### src/hdl/cpa_pkg.sv
// Shared types, register indexes and helper functions for the cascaded
// proportional acceleration controller. No dependencies.
package cpa_pkg;

  // Request kinds
  localparam logic [1:0] REQ_ODOM  = 2'd0;
  localparam logic [1:0] REQ_GOAL  = 2'd1;
  localparam logic [1:0] REQ_CLOCK = 2'd2;

  // Configuration register indexes
  localparam logic [2:0] REG_VEL_GAIN  = 3'd0;
  localparam logic [2:0] REG_ACC_GAIN  = 3'd1;
  localparam logic [2:0] REG_VEL_LIMIT = 3'd2;
  localparam logic [2:0] REG_ACC_LIMIT = 3'd3;
  localparam logic [2:0] REG_HOLD      = 3'd4;

  typedef struct packed {
    logic [1:0]         req_type;
    logic signed [31:0] pos_x;
    logic signed [31:0] pos_y;
    logic signed [31:0] vel_x;
    logic signed [31:0] vel_y;
    logic signed [31:0] goal_x;
    logic signed [31:0] goal_y;
    logic [31:0]        clock_sec;
    logic [29:0]        clock_nanosec;
  } req_t;

  typedef struct packed {
    logic signed [31:0] accel_x;
    logic signed [31:0] accel_y;
  } rsp_t;

  typedef enum logic [3:0] {
    S_IDLE, S_PREP, S_MULX, S_MULY, S_SQX, S_SQY, S_SQL, S_SQRT,
    S_SCX, S_DIVX, S_SCY, S_DIVY, S_NEXT, S_OUT
  } state_t;

  // Magnitude of a 33 bit signed value
  function automatic logic [32:0] mag33(input logic [32:0] v);
    mag33 = v[32] ? (~v + 33'd1) : v;
  endfunction

  // Magnitude of a 32 bit signed value
  function automatic logic [31:0] mag32(input logic [31:0] v);
    mag32 = v[31] ? (~v + 32'd1) : v;
  endfunction

  // Round a Q.12 product magnitude half away from zero, apply sign, saturate
  function automatic logic [31:0] rnd_sat(input logic [64:0] p, input logic neg);
    logic [52:0] r;
    r = (p[52:0] + 53'd2048) >> 12;
    if (neg) begin
      rnd_sat = (r > 53'h80000000) ? 32'h80000000 : (~r[31:0] + 32'd1);
    end else begin
      rnd_sat = (r > 53'h7FFFFFFF) ? 32'h7FFFFFFF : r[31:0];
    end
  endfunction

endpackage

### src/hdl/cpa_mul.sv
// Bit-serial shift-add multiplier, 33 x 32 bits unsigned, one multiplier
// bit per cycle. Depends on nothing.
module cpa_mul (
  input  logic        clk,
  input  logic        rst,
  input  logic        start,
  input  logic [32:0] a,
  input  logic [31:0] b,
  output logic        done,
  output logic [64:0] prod
);

  logic [64:0] mc;
  logic [31:0] mp;
  logic [4:0]  cnt;
  logic        busy;

  // Control: count 32 steps, pulse done after the last
  always_ff @(posedge clk) begin
    if (rst) begin
      busy <= 1'b0;
      done <= 1'b0;
    end else begin
      done <= 1'b0;
      if (start) begin
        busy <= 1'b1;
      end else if (busy && cnt == 5'd0) begin
        busy <= 1'b0;
        done <= 1'b1;
      end
    end
  end

  // Datapath: add the shifted multiplicand where the multiplier bit is set
  always_ff @(posedge clk) begin
    if (start) begin
      prod <= '0;
      mc   <= {32'd0, a};
      mp   <= b;
      cnt  <= 5'd31;
    end else if (busy) begin
      if (mp[0]) begin
        prod <= prod + mc;
      end
      mc  <= mc << 1;
      mp  <= mp >> 1;
      cnt <= cnt - 5'd1;
    end
  end

endmodule

### src/hdl/cpa_div.sv
// Restoring divider, 63 bit dividend by 32 bit divisor, one quotient bit
// per cycle. Depends on nothing.
module cpa_div (
  input  logic        clk,
  input  logic        rst,
  input  logic        start,
  input  logic [62:0] dividend,
  input  logic [31:0] divisor,
  output logic        done,
  output logic [31:0] quot
);

  logic [62:0] dvd;
  logic [31:0] dsr;
  logic [31:0] rem;
  logic [5:0]  cnt;
  logic        busy;
  logic [32:0] r2;
  logic [32:0] diff;

  assign r2   = {rem, dvd[62]};
  assign diff = r2 - {1'b0, dsr};
  assign quot = dvd[31:0];

  // Control: 63 steps
  always_ff @(posedge clk) begin
    if (rst) begin
      busy <= 1'b0;
      done <= 1'b0;
    end else begin
      done <= 1'b0;
      if (start) begin
        busy <= 1'b1;
      end else if (busy && cnt == 6'd0) begin
        busy <= 1'b0;
        done <= 1'b1;
      end
    end
  end

  // Datapath: shift in a dividend bit, subtract where it fits
  always_ff @(posedge clk) begin
    if (start) begin
      dvd <= dividend;
      dsr <= divisor;
      rem <= '0;
      cnt <= 6'd62;
    end else if (busy) begin
      if (r2 >= {1'b0, dsr}) begin
        rem <= diff[31:0];
        dvd <= {dvd[61:0], 1'b1};
      end else begin
        rem <= r2[31:0];
        dvd <= {dvd[61:0], 1'b0};
      end
      cnt <= cnt - 6'd1;
    end
  end

endmodule

### src/hdl/cpa_sqrt.sv
// Digit-by-digit floor square root of a 64 bit value, one root bit per
// cycle. Depends on nothing.
module cpa_sqrt (
  input  logic        clk,
  input  logic        rst,
  input  logic        start,
  input  logic [63:0] rad_in,
  output logic        done,
  output logic [31:0] root
);

  logic [63:0] rad;
  logic [33:0] rem;
  logic [4:0]  cnt;
  logic        busy;
  logic [35:0] r2;
  logic [35:0] trial;
  logic [35:0] diff;

  assign r2    = {rem, rad[63:62]};
  assign trial = {2'b00, root, 2'b01};
  assign diff  = r2 - trial;

  // Control: 32 steps
  always_ff @(posedge clk) begin
    if (rst) begin
      busy <= 1'b0;
      done <= 1'b0;
    end else begin
      done <= 1'b0;
      if (start) begin
        busy <= 1'b1;
      end else if (busy && cnt == 5'd0) begin
        busy <= 1'b0;
        done <= 1'b1;
      end
    end
  end

  // Datapath: bring down two radicand bits, try the next root bit
  always_ff @(posedge clk) begin
    if (start) begin
      rad  <= rad_in;
      rem  <= '0;
      root <= '0;
      cnt  <= 5'd31;
    end else if (busy) begin
      if (r2 >= trial) begin
        rem  <= diff[33:0];
        root <= {root[30:0], 1'b1};
      end else begin
        rem  <= r2[33:0];
        root <= {root[30:0], 1'b0};
      end
      rad <= rad << 2;
      cnt <= cnt - 5'd1;
    end
  end

endmodule

### src/hdl/cascaded_p_accel_controller_2d.sv
// Cascaded proportional controller, top level: sequencer and register file.
// An odometry request runs two passes; a pass that limits runs seven
// multiplies, a root and two divides, and one that does not runs five multiplies.
// Target and clock transactions are stored straight from idle.
// Throughput: one transaction at a time; input reopens once the result is held.
// Synchronous reset restores default registers and zeroes target and time.
module cascaded_p_accel_controller_2d
  import cpa_pkg::*;
(
  input  logic        clk,
  input  logic        rst,
  input  logic        in_valid,
  output logic        in_ready,
  input  req_t        in_data,
  output logic        out_valid,
  input  logic        out_ready,
  output rsp_t        out_data,
  input  logic        psel,
  input  logic        penable,
  input  logic        pwrite,
  input  logic [4:0]  paddr,
  input  logic [31:0] pwdata,
  output logic [31:0] prdata,
  output logic        pready
);

  logic [15:0] velocity_gain, accel_gain;
  logic [30:0] velocity_limit, accel_limit;
  logic [31:0] hold_seconds;
  logic [31:0] target_x, target_y, time_sec;
  logic [29:0] time_nanosec;

  state_t state, state_next;
  logic        stage;
  logic [32:0] ex, ey;
  logic [31:0] cx, cy, vx, vy;
  logic [63:0] n2;

  logic        mul_start, mul_done, div_start, div_done, sqrt_start, sqrt_done;
  logic [32:0] mul_a;
  logic [31:0] mul_b;
  logic [64:0] prod;
  logic [31:0] quot, root;
  logic [15:0] gain;
  logic [30:0] lim;
  logic        past;
  logic [31:0] tgt_x, tgt_y;

  cpa_mul u_mul (.clk, .rst, .start(mul_start), .a(mul_a), .b(mul_b),
                 .done(mul_done), .prod);
  cpa_sqrt u_sqrt (.clk, .rst, .start(sqrt_start), .rad_in(n2),
                   .done(sqrt_done), .root);
  cpa_div u_div (.clk, .rst, .start(div_start), .dividend(prod[62:0]),
                 .divisor(root), .done(div_done), .quot);

  assign pready   = 1'b1;
  assign in_ready = (state == S_IDLE);
  assign gain     = stage ? accel_gain : velocity_gain;
  assign lim      = stage ? accel_limit : velocity_limit;
  assign past     = (time_sec > hold_seconds) ||
                    (time_sec == hold_seconds && time_nanosec != 30'd0);
  assign tgt_x    = past ? target_x : 32'd0;
  assign tgt_y    = past ? target_y : 32'd0;

  // Register read-back
  always_comb begin
    unique case (paddr[4:2])
      REG_VEL_GAIN:  prdata = {16'd0, velocity_gain};
      REG_ACC_GAIN:  prdata = {16'd0, accel_gain};
      REG_VEL_LIMIT: prdata = {1'b0, velocity_limit};
      REG_ACC_LIMIT: prdata = {1'b0, accel_limit};
      REG_HOLD:      prdata = hold_seconds;
      default:       prdata = 32'd0;
    endcase
  end

  // State register
  always_ff @(posedge clk) begin
    if (rst) begin
      state <= S_IDLE;
    end else begin
      state <= state_next;
    end
  end

  // Next state, unit launches and operand selection
  always_comb begin
    state_next = state;
    unique case (state)
      S_IDLE: if (in_valid && in_data.req_type == REQ_ODOM) state_next = S_PREP;
      S_PREP: state_next = S_MULX;
      S_MULX: if (mul_done) state_next = S_MULY;
      S_MULY: if (mul_done) state_next = S_SQX;
      S_SQX:  if (mul_done) state_next = S_SQY;
      S_SQY:  if (mul_done) state_next = S_SQL;
      S_SQL: begin
        if (mul_done) state_next = (n2 > prod[63:0]) ? S_SQRT : S_NEXT;
      end
      S_SQRT: if (sqrt_done) state_next = S_SCX;
      S_SCX:  if (mul_done) state_next = S_DIVX;
      S_DIVX: if (div_done) state_next = S_SCY;
      S_SCY:  if (mul_done) state_next = S_DIVY;
      S_DIVY: if (div_done) state_next = S_NEXT;
      S_NEXT: state_next = stage ? S_OUT : S_PREP;
      S_OUT:  if (!out_valid || out_ready) state_next = S_IDLE;
      default: state_next = S_IDLE;
    endcase

    mul_start  = (state_next != state) &&
                 (state_next == S_MULX || state_next == S_MULY ||
                  state_next == S_SQX || state_next == S_SQY ||
                  state_next == S_SQL || state_next == S_SCX ||
                  state_next == S_SCY);
    div_start  = (state_next != state) &&
                 (state_next == S_DIVX || state_next == S_DIVY);
    sqrt_start = (state_next != state) && (state_next == S_SQRT);

    unique case (state_next)
      S_MULX: begin mul_a = mag33(ex); mul_b = {16'd0, gain}; end
      S_MULY: begin mul_a = mag33(ey); mul_b = {16'd0, gain}; end
      S_SQX:  begin mul_a = {1'b0, mag32(cx)}; mul_b = mag32(cx); end
      S_SQY:  begin mul_a = {1'b0, mag32(cy)}; mul_b = mag32(cy); end
      S_SQL:  begin mul_a = {2'b00, lim}; mul_b = {1'b0, lim}; end
      S_SCX:  begin mul_a = {1'b0, mag32(cx)}; mul_b = {1'b0, lim}; end
      S_SCY:  begin mul_a = {1'b0, mag32(cy)}; mul_b = {1'b0, lim}; end
      default: begin mul_a = '0; mul_b = '0; end
    endcase
  end

  // Configuration registers and controller state
  always_ff @(posedge clk) begin
    if (rst) begin
      velocity_gain  <= 16'd2048;
      accel_gain     <= 16'd1229;
      velocity_limit <= 31'd131072;
      accel_limit    <= 31'd131072;
      hold_seconds   <= 32'd5;
      target_x       <= '0;
      target_y       <= '0;
      time_sec       <= '0;
      time_nanosec   <= '0;
      stage          <= 1'b0;
    end else begin
      if (psel && penable && pwrite) begin
        unique case (paddr[4:2])
          REG_VEL_GAIN:  velocity_gain  <= pwdata[15:0];
          REG_ACC_GAIN:  accel_gain     <= pwdata[15:0];
          REG_VEL_LIMIT: velocity_limit <= pwdata[30:0];
          REG_ACC_LIMIT: accel_limit    <= pwdata[30:0];
          REG_HOLD:      hold_seconds   <= pwdata;
          default: ;
        endcase
      end
      if (state == S_IDLE && in_valid) begin
        if (in_data.req_type == REQ_GOAL) begin
          target_x <= in_data.goal_x;
          target_y <= in_data.goal_y;
        end else if (in_data.req_type == REQ_CLOCK) begin
          time_sec     <= in_data.clock_sec;
          time_nanosec <= in_data.clock_nanosec;
        end
        stage <= 1'b0;
      end else if (state == S_NEXT) begin
        stage <= 1'b1;
      end
    end
  end

  // Working vector: errors, gain products, norm limiting
  always_ff @(posedge clk) begin
    if (state == S_IDLE && in_valid) begin
      vx <= in_data.vel_x;
      vy <= in_data.vel_y;
      ex <= {tgt_x[31], tgt_x} - {in_data.pos_x[31], in_data.pos_x};
      ey <= {tgt_y[31], tgt_y} - {in_data.pos_y[31], in_data.pos_y};
    end
    if (state == S_NEXT) begin
      ex <= {cx[31], cx} - {vx[31], vx};
      ey <= {cy[31], cy} - {vy[31], vy};
    end
    if (state == S_MULX && mul_done) cx <= rnd_sat(prod, ex[32]);
    if (state == S_MULY && mul_done) cy <= rnd_sat(prod, ey[32]);
    if (state == S_SQX && mul_done) n2 <= prod[63:0];
    if (state == S_SQY && mul_done) n2 <= n2 + prod[63:0];
    if (state == S_DIVX && div_done) cx <= cx[31] ? (~quot + 32'd1) : quot;
    if (state == S_DIVY && div_done) cy <= cy[31] ? (~quot + 32'd1) : quot;
  end

  // Output register: hold the result until taken
  always_ff @(posedge clk) begin
    if (rst) begin
      out_valid <= 1'b0;
    end else begin
      if (out_valid && out_ready) out_valid <= 1'b0;
      if (state == S_OUT && (!out_valid || out_ready)) out_valid <= 1'b1;
    end
  end

  always_ff @(posedge clk) begin
    if (state == S_OUT && (!out_valid || out_ready)) begin
      out_data.accel_x <= cx;
      out_data.accel_y <= cy;
    end
  end

endmodule

### config.mk
export PLATFORM = sky130hd
export DESIGN_NAME = cascaded_p_accel_controller_2d
export DESIGN_NICKNAME = d
export VERILOG_FILES = /design/src/hdl/cpa_pkg.sv /design/src/hdl/cpa_mul.sv /design/src/hdl/cpa_div.sv /design/src/hdl/cpa_sqrt.sv /design/src/hdl/cascaded_p_accel_controller_2d.sv
export SDC_FILE = /design/constraint.sdc
export NUM_CORES = 2
export LEC_CHECK = 0
export BUFFER_PORTS_ARGS = -buffer_cell sky130_fd_sc_hd__buf_2
export CORE_ASPECT_RATIO = 2
export CORE_MARGIN = 4
export CORE_UTILIZATION = 58
export CTS_BUF_LIST = sky130_fd_sc_hd__clkbuf_8
export CTS_CLUSTER_SIZE = 40
export DETAILED_ROUTE_END_ITERATION = 8
export GPL_ROUTABILITY_DRIVEN = 0
export MAX_ROUTING_LAYER = met4
export PLACE_DENSITY_LB_ADDON = 0.08
export SLEW_MARGIN = 20
export SYNTH_ARGS = -nofsm -noshare
export SYNTH_HDL_FRONTEND = slang
export SYNTH_HIERARCHICAL = 1
export SYNTH_SLANG_ARGS = --single-unit
### constraint.sdc
create_clock -name clk -period 7.8 [get_ports clk]
set_input_delay 1.56 -clock clk [delete_from_list [all_inputs] [get_ports clk]]
set_output_delay 1.56 -clock clk [all_outputs]
set_load 0.005 [all_outputs]
==> results.md <==
- Averaged over all synthesized cells, the footprint is 8.73 um2.
- Setup repair after global routing left no endpoint under its margin.
- The number of global-route vias before repair is 60,100.
- The final sum of negative setup slack is 0 ps.
- The number of antenna violations at the first check in global routing is 8.
- The clock insertion delay at the later pin of the skew report is 930 ps.
- Summed over all nets, the half-perimeter wirelength after detailed placement is 174 mm.
- The highest attainable clock frequency is 0.151 GHz.
- The worst hold path belongs to the class reg2reg.
- The starting DRC count in detailed routing is 4,915.
- STA puts the critical path data required time at 8460 ps.
- When the netlist entered floorplanning its net count stood at 8,568.
- Relative to the synthesized area, the layout overhead comes to 8.73%.
- The sum of routed wire length over all layers is 233 mm.
- TritonCTS created 152 clock buffers.
- For this run, design rule violations remaining after detail routing come to 1.
- The worst-case vdd ir drop is 209 uV.
- The width of the die is 251 um.
- Counting every instance in the synthesized netlist gives 7,833.
- In this run the register-to-register setup slack is 1170 ps.
- The count of final hold-check violations came to 0.
- Using the TritonRoute via totals, the vias-per-cell ratio works out to 6.30.
- CTS placed an instance of sky130_fd_sc_hd__clkbuf_8 at the clock tree root.
- The power per unit of standard cell area is 246 nW/um2.
- The overflow left after global routing is 0.
- The number of buffer cells added on primary ports is 395.
- The count of vias placed by the detailed router is 61,000.
- Setup violations remaining at the end of the flow were counted as 0.
- The total standard cell area after synthesis is 68,400 um2.
- STA classifies the critical path startpoint as a register.
- The post-route fraction of the period consumed by the critical path is 85.0%.
- The number of primary I/O pins is 399.
- The path type of the worst setup path is reg2reg.
- The cell row count is 178.
- On the final layout, the worst hold slack is 456 ps.
- The maximum fanout along the worst path is 40.
- The overall global routing resource usage is 37.2%.
- Entering global routing, the biggest net connects 218 pins.
- The overall die height is 494 um.
- The final max-slew violation count came to 0.
- The core occupancy in the finished layout is 63.4%.
- For this run, the detailed router's first-pass iteration total came to 9.
- After clock tree synthesis, the setup repair step added 0 buffers.
- Yosys printed 6 warnings.
- The number of sinks handled by clock tree synthesis is 1,019.
- Cells with a size suffix above 1 make up 12.9% of the layout.
- The critical path endpoint category is a register.
- The total area inside the core boundary comes to 117,000 um2.
- The clock passes through at most 3 buffers.
- For this design, the CTS-stage hold fixing added 0 buffers.
- The post-cts repair resize count is 0.
- The wire length of the first global-routing pass is 349 mm.
- The CTS tree is built.
- The run finished, with violations left.
- The detail route stage leaves a number of antenna-violating nets equal to 0.
- The routed wire length per instance is 24.0 um.
- The total leakage power is 29.1 nW.
- The headroom to the max-slew limit is 12.8%.
- In the final design database the tool counted 8,759 nets.
- The slew at the pin with the worst max-slew slack is 1300 ps.
- The checks that failed: design-rule violations.
- The time the worst path needs with I/O delays and setup is 6630 ps.
- The H-tree was split into 4 levels.
- The die footprint is 124,000 um2.
- The clock transition at the registers of the reported paths is 70 ps.
- The tool flagged a number of max-cap violations equal to 0.
- STA puts the critical path data arrival time at 7290 ps.
- For this configuration, the core starts out at a cell density of 58.3%.
- The worst setup skew after layout is 60.4 ps.
==> flip-flops by register name (all words and copies together), names as in the netlist, 33 cells and up <==
signal and cells:
u_mul/prod 64, u_mul/mc 64, u_sqrt/rem 34, n2 64, ex 33, u_div/dvd 63
out_data 64, ey 33, u_sqrt/rad 64
==> per-stage QoR <==
stage | cell area (um2) | cells | setup WS (ps) | total power [mW]
after floorplan | 68400 | 7833 | 893 | 11.4
after global placement | 71100 | 9399 | 1290 | 13.4
after detailed placement | 71100 | 9399 | 1210 | 13.5
after CTS | 74300 | 9679 | 1190 | 18.1
after global routing | 74400 | 9687 | 811 | 19.2
final | 74400 | 9688 | 1170 | 18.3
==> worst paths after layout <==
path / cells past startpoint / from / endpoint
worst max-delay path: 27 / hold_seconds[1] / ex[31]
worst min-delay path: 2 / target_y[31] / target_y[31]
worst max register to register: 27 / hold_seconds[1] / ex[31]
worst min register to register: 2 / target_y[31] / target_y[31]
==> per-layer routing <==
metal  wire (um)  vias up  track usage, %
met5           0        -               -
met4       25100        0            31.8
met3       14800     1075            6.50
met2      114000     2769            63.3
met1       78600    28700            36.6
li1            -    28400               -
==> worst max-delay path, stage by stage, from the launching register on <==
cell,delay [ps]
sky130_fd_sc_hd__dfxtp_1,380
sky130_fd_sc_hd__inv_1,60
sky130_fd_sc_hd__ha_1,300
sky130_fd_sc_hd__nor2b_1,130
sky130_fd_sc_hd__o21a_1,160
sky130_fd_sc_hd__o21a_1,170
sky130_fd_sc_hd__o21a_1,160
sky130_fd_sc_hd__o21a_1,170
sky130_fd_sc_hd__o21a_1,160
sky130_fd_sc_hd__o21a_1,160
sky130_fd_sc_hd__o21a_1,160
sky130_fd_sc_hd__o21ai_0,410
sky130_fd_sc_hd__a21oi_4,230
sky130_fd_sc_hd__buf_4,300
sky130_fd_sc_hd__and2_1,200
sky130_fd_sc_hd__ha_1,230
sky130_fd_sc_hd__a21o_1,200
sky130_fd_sc_hd__a31o_2,270
sky130_fd_sc_hd__a221o_1,370
sky130_fd_sc_hd__o311ai_0,360
sky130_fd_sc_hd__buf_4,200
sky130_fd_sc_hd__o221ai_1,140
sky130_fd_sc_hd__a221oi_1,440
sky130_fd_sc_hd__o21bai_1,230
sky130_fd_sc_hd__a21o_1,250
sky130_fd_sc_hd__a31o_2,260
sky130_fd_sc_hd__xnor2_1,150
sky130_fd_sc_hd__mux2i_1,90
==> report_power, final <==
| group | total, mW | switching (mW) | internal [mW] | leakage [nW] |
|---|---|---|---|---|
| Sequential | 6.82 | 0.713 | 6.11 | 8.96 |
| Combinational | 6.79 | 4.29 | 2.51 | 18.4 |
| Clock | 4.67 | 2.31 | 2.37 | 1.77 |
| Total | 18.3 | 7.31 | 11.0 | 29.1 |
==> area by class of cell <==
cell class / count / area, um2
clock buffer: 167 / 2300
antenna: 8 / 20.0
multi-input combinational: 5920 / 39100
sequential: 1019 / 25900
fill: 10300 / 43000
clock inverter: 113 / 858
timing repair buffer: 477 / 2630
inverter: 454 / 1700
tap: 1530 / 1910
==> layout by cell type, fill, tap and decap left out, types with 23 or more instances in the layout <==
cell type                     n
sky130_fd_sc_hd__o211ai_1    27
sky130_fd_sc_hd__ha_1       428
sky130_fd_sc_hd__clkbuf_8   167
sky130_fd_sc_hd__and2_1      92
sky130_fd_sc_hd__nor2_1     502
sky130_fd_sc_hd__inv_1      494
sky130_fd_sc_hd__and4_1      24
sky130_fd_sc_hd__o21a_1      52
sky130_fd_sc_hd__o21ai_1     26
sky130_fd_sc_hd__nor3_1     111
sky130_fd_sc_hd__nor4_1      53
sky130_fd_sc_hd__a211oi_1    84
sky130_fd_sc_hd__and3_1      38
sky130_fd_sc_hd__or3_1       66
sky130_fd_sc_hd__o31ai_1     91
sky130_fd_sc_hd__a221oi_1    23
sky130_fd_sc_hd__o21ai_0    426
sky130_fd_sc_hd__edfxtp_1   546
sky130_fd_sc_hd__dfxtp_1    469
sky130_fd_sc_hd__o22ai_1     74
sky130_fd_sc_hd__nand2b_1    84
sky130_fd_sc_hd__a221o_1     38
sky130_fd_sc_hd__a21oi_1    782
sky130_fd_sc_hd__mux2_2     189
sky130_fd_sc_hd__nand4_1     87
sky130_fd_sc_hd__nor2b_1     67
sky130_fd_sc_hd__mux2i_1    192
sky130_fd_sc_hd__a31oi_1     45
sky130_fd_sc_hd__xnor2_1    323
sky130_fd_sc_hd__nand2_1   1070
sky130_fd_sc_hd__or2_2       30
sky130_fd_sc_hd__or4_1       31
sky130_fd_sc_hd__buf_2      394
sky130_fd_sc_hd__buf_4       80
sky130_fd_sc_hd__xor2_1     169
sky130_fd_sc_hd__a21o_1     138
sky130_fd_sc_hd__o21bai_1    58
sky130_fd_sc_hd__nand3_1    117
No activity file was read; power rests on OpenSTA's default activity.
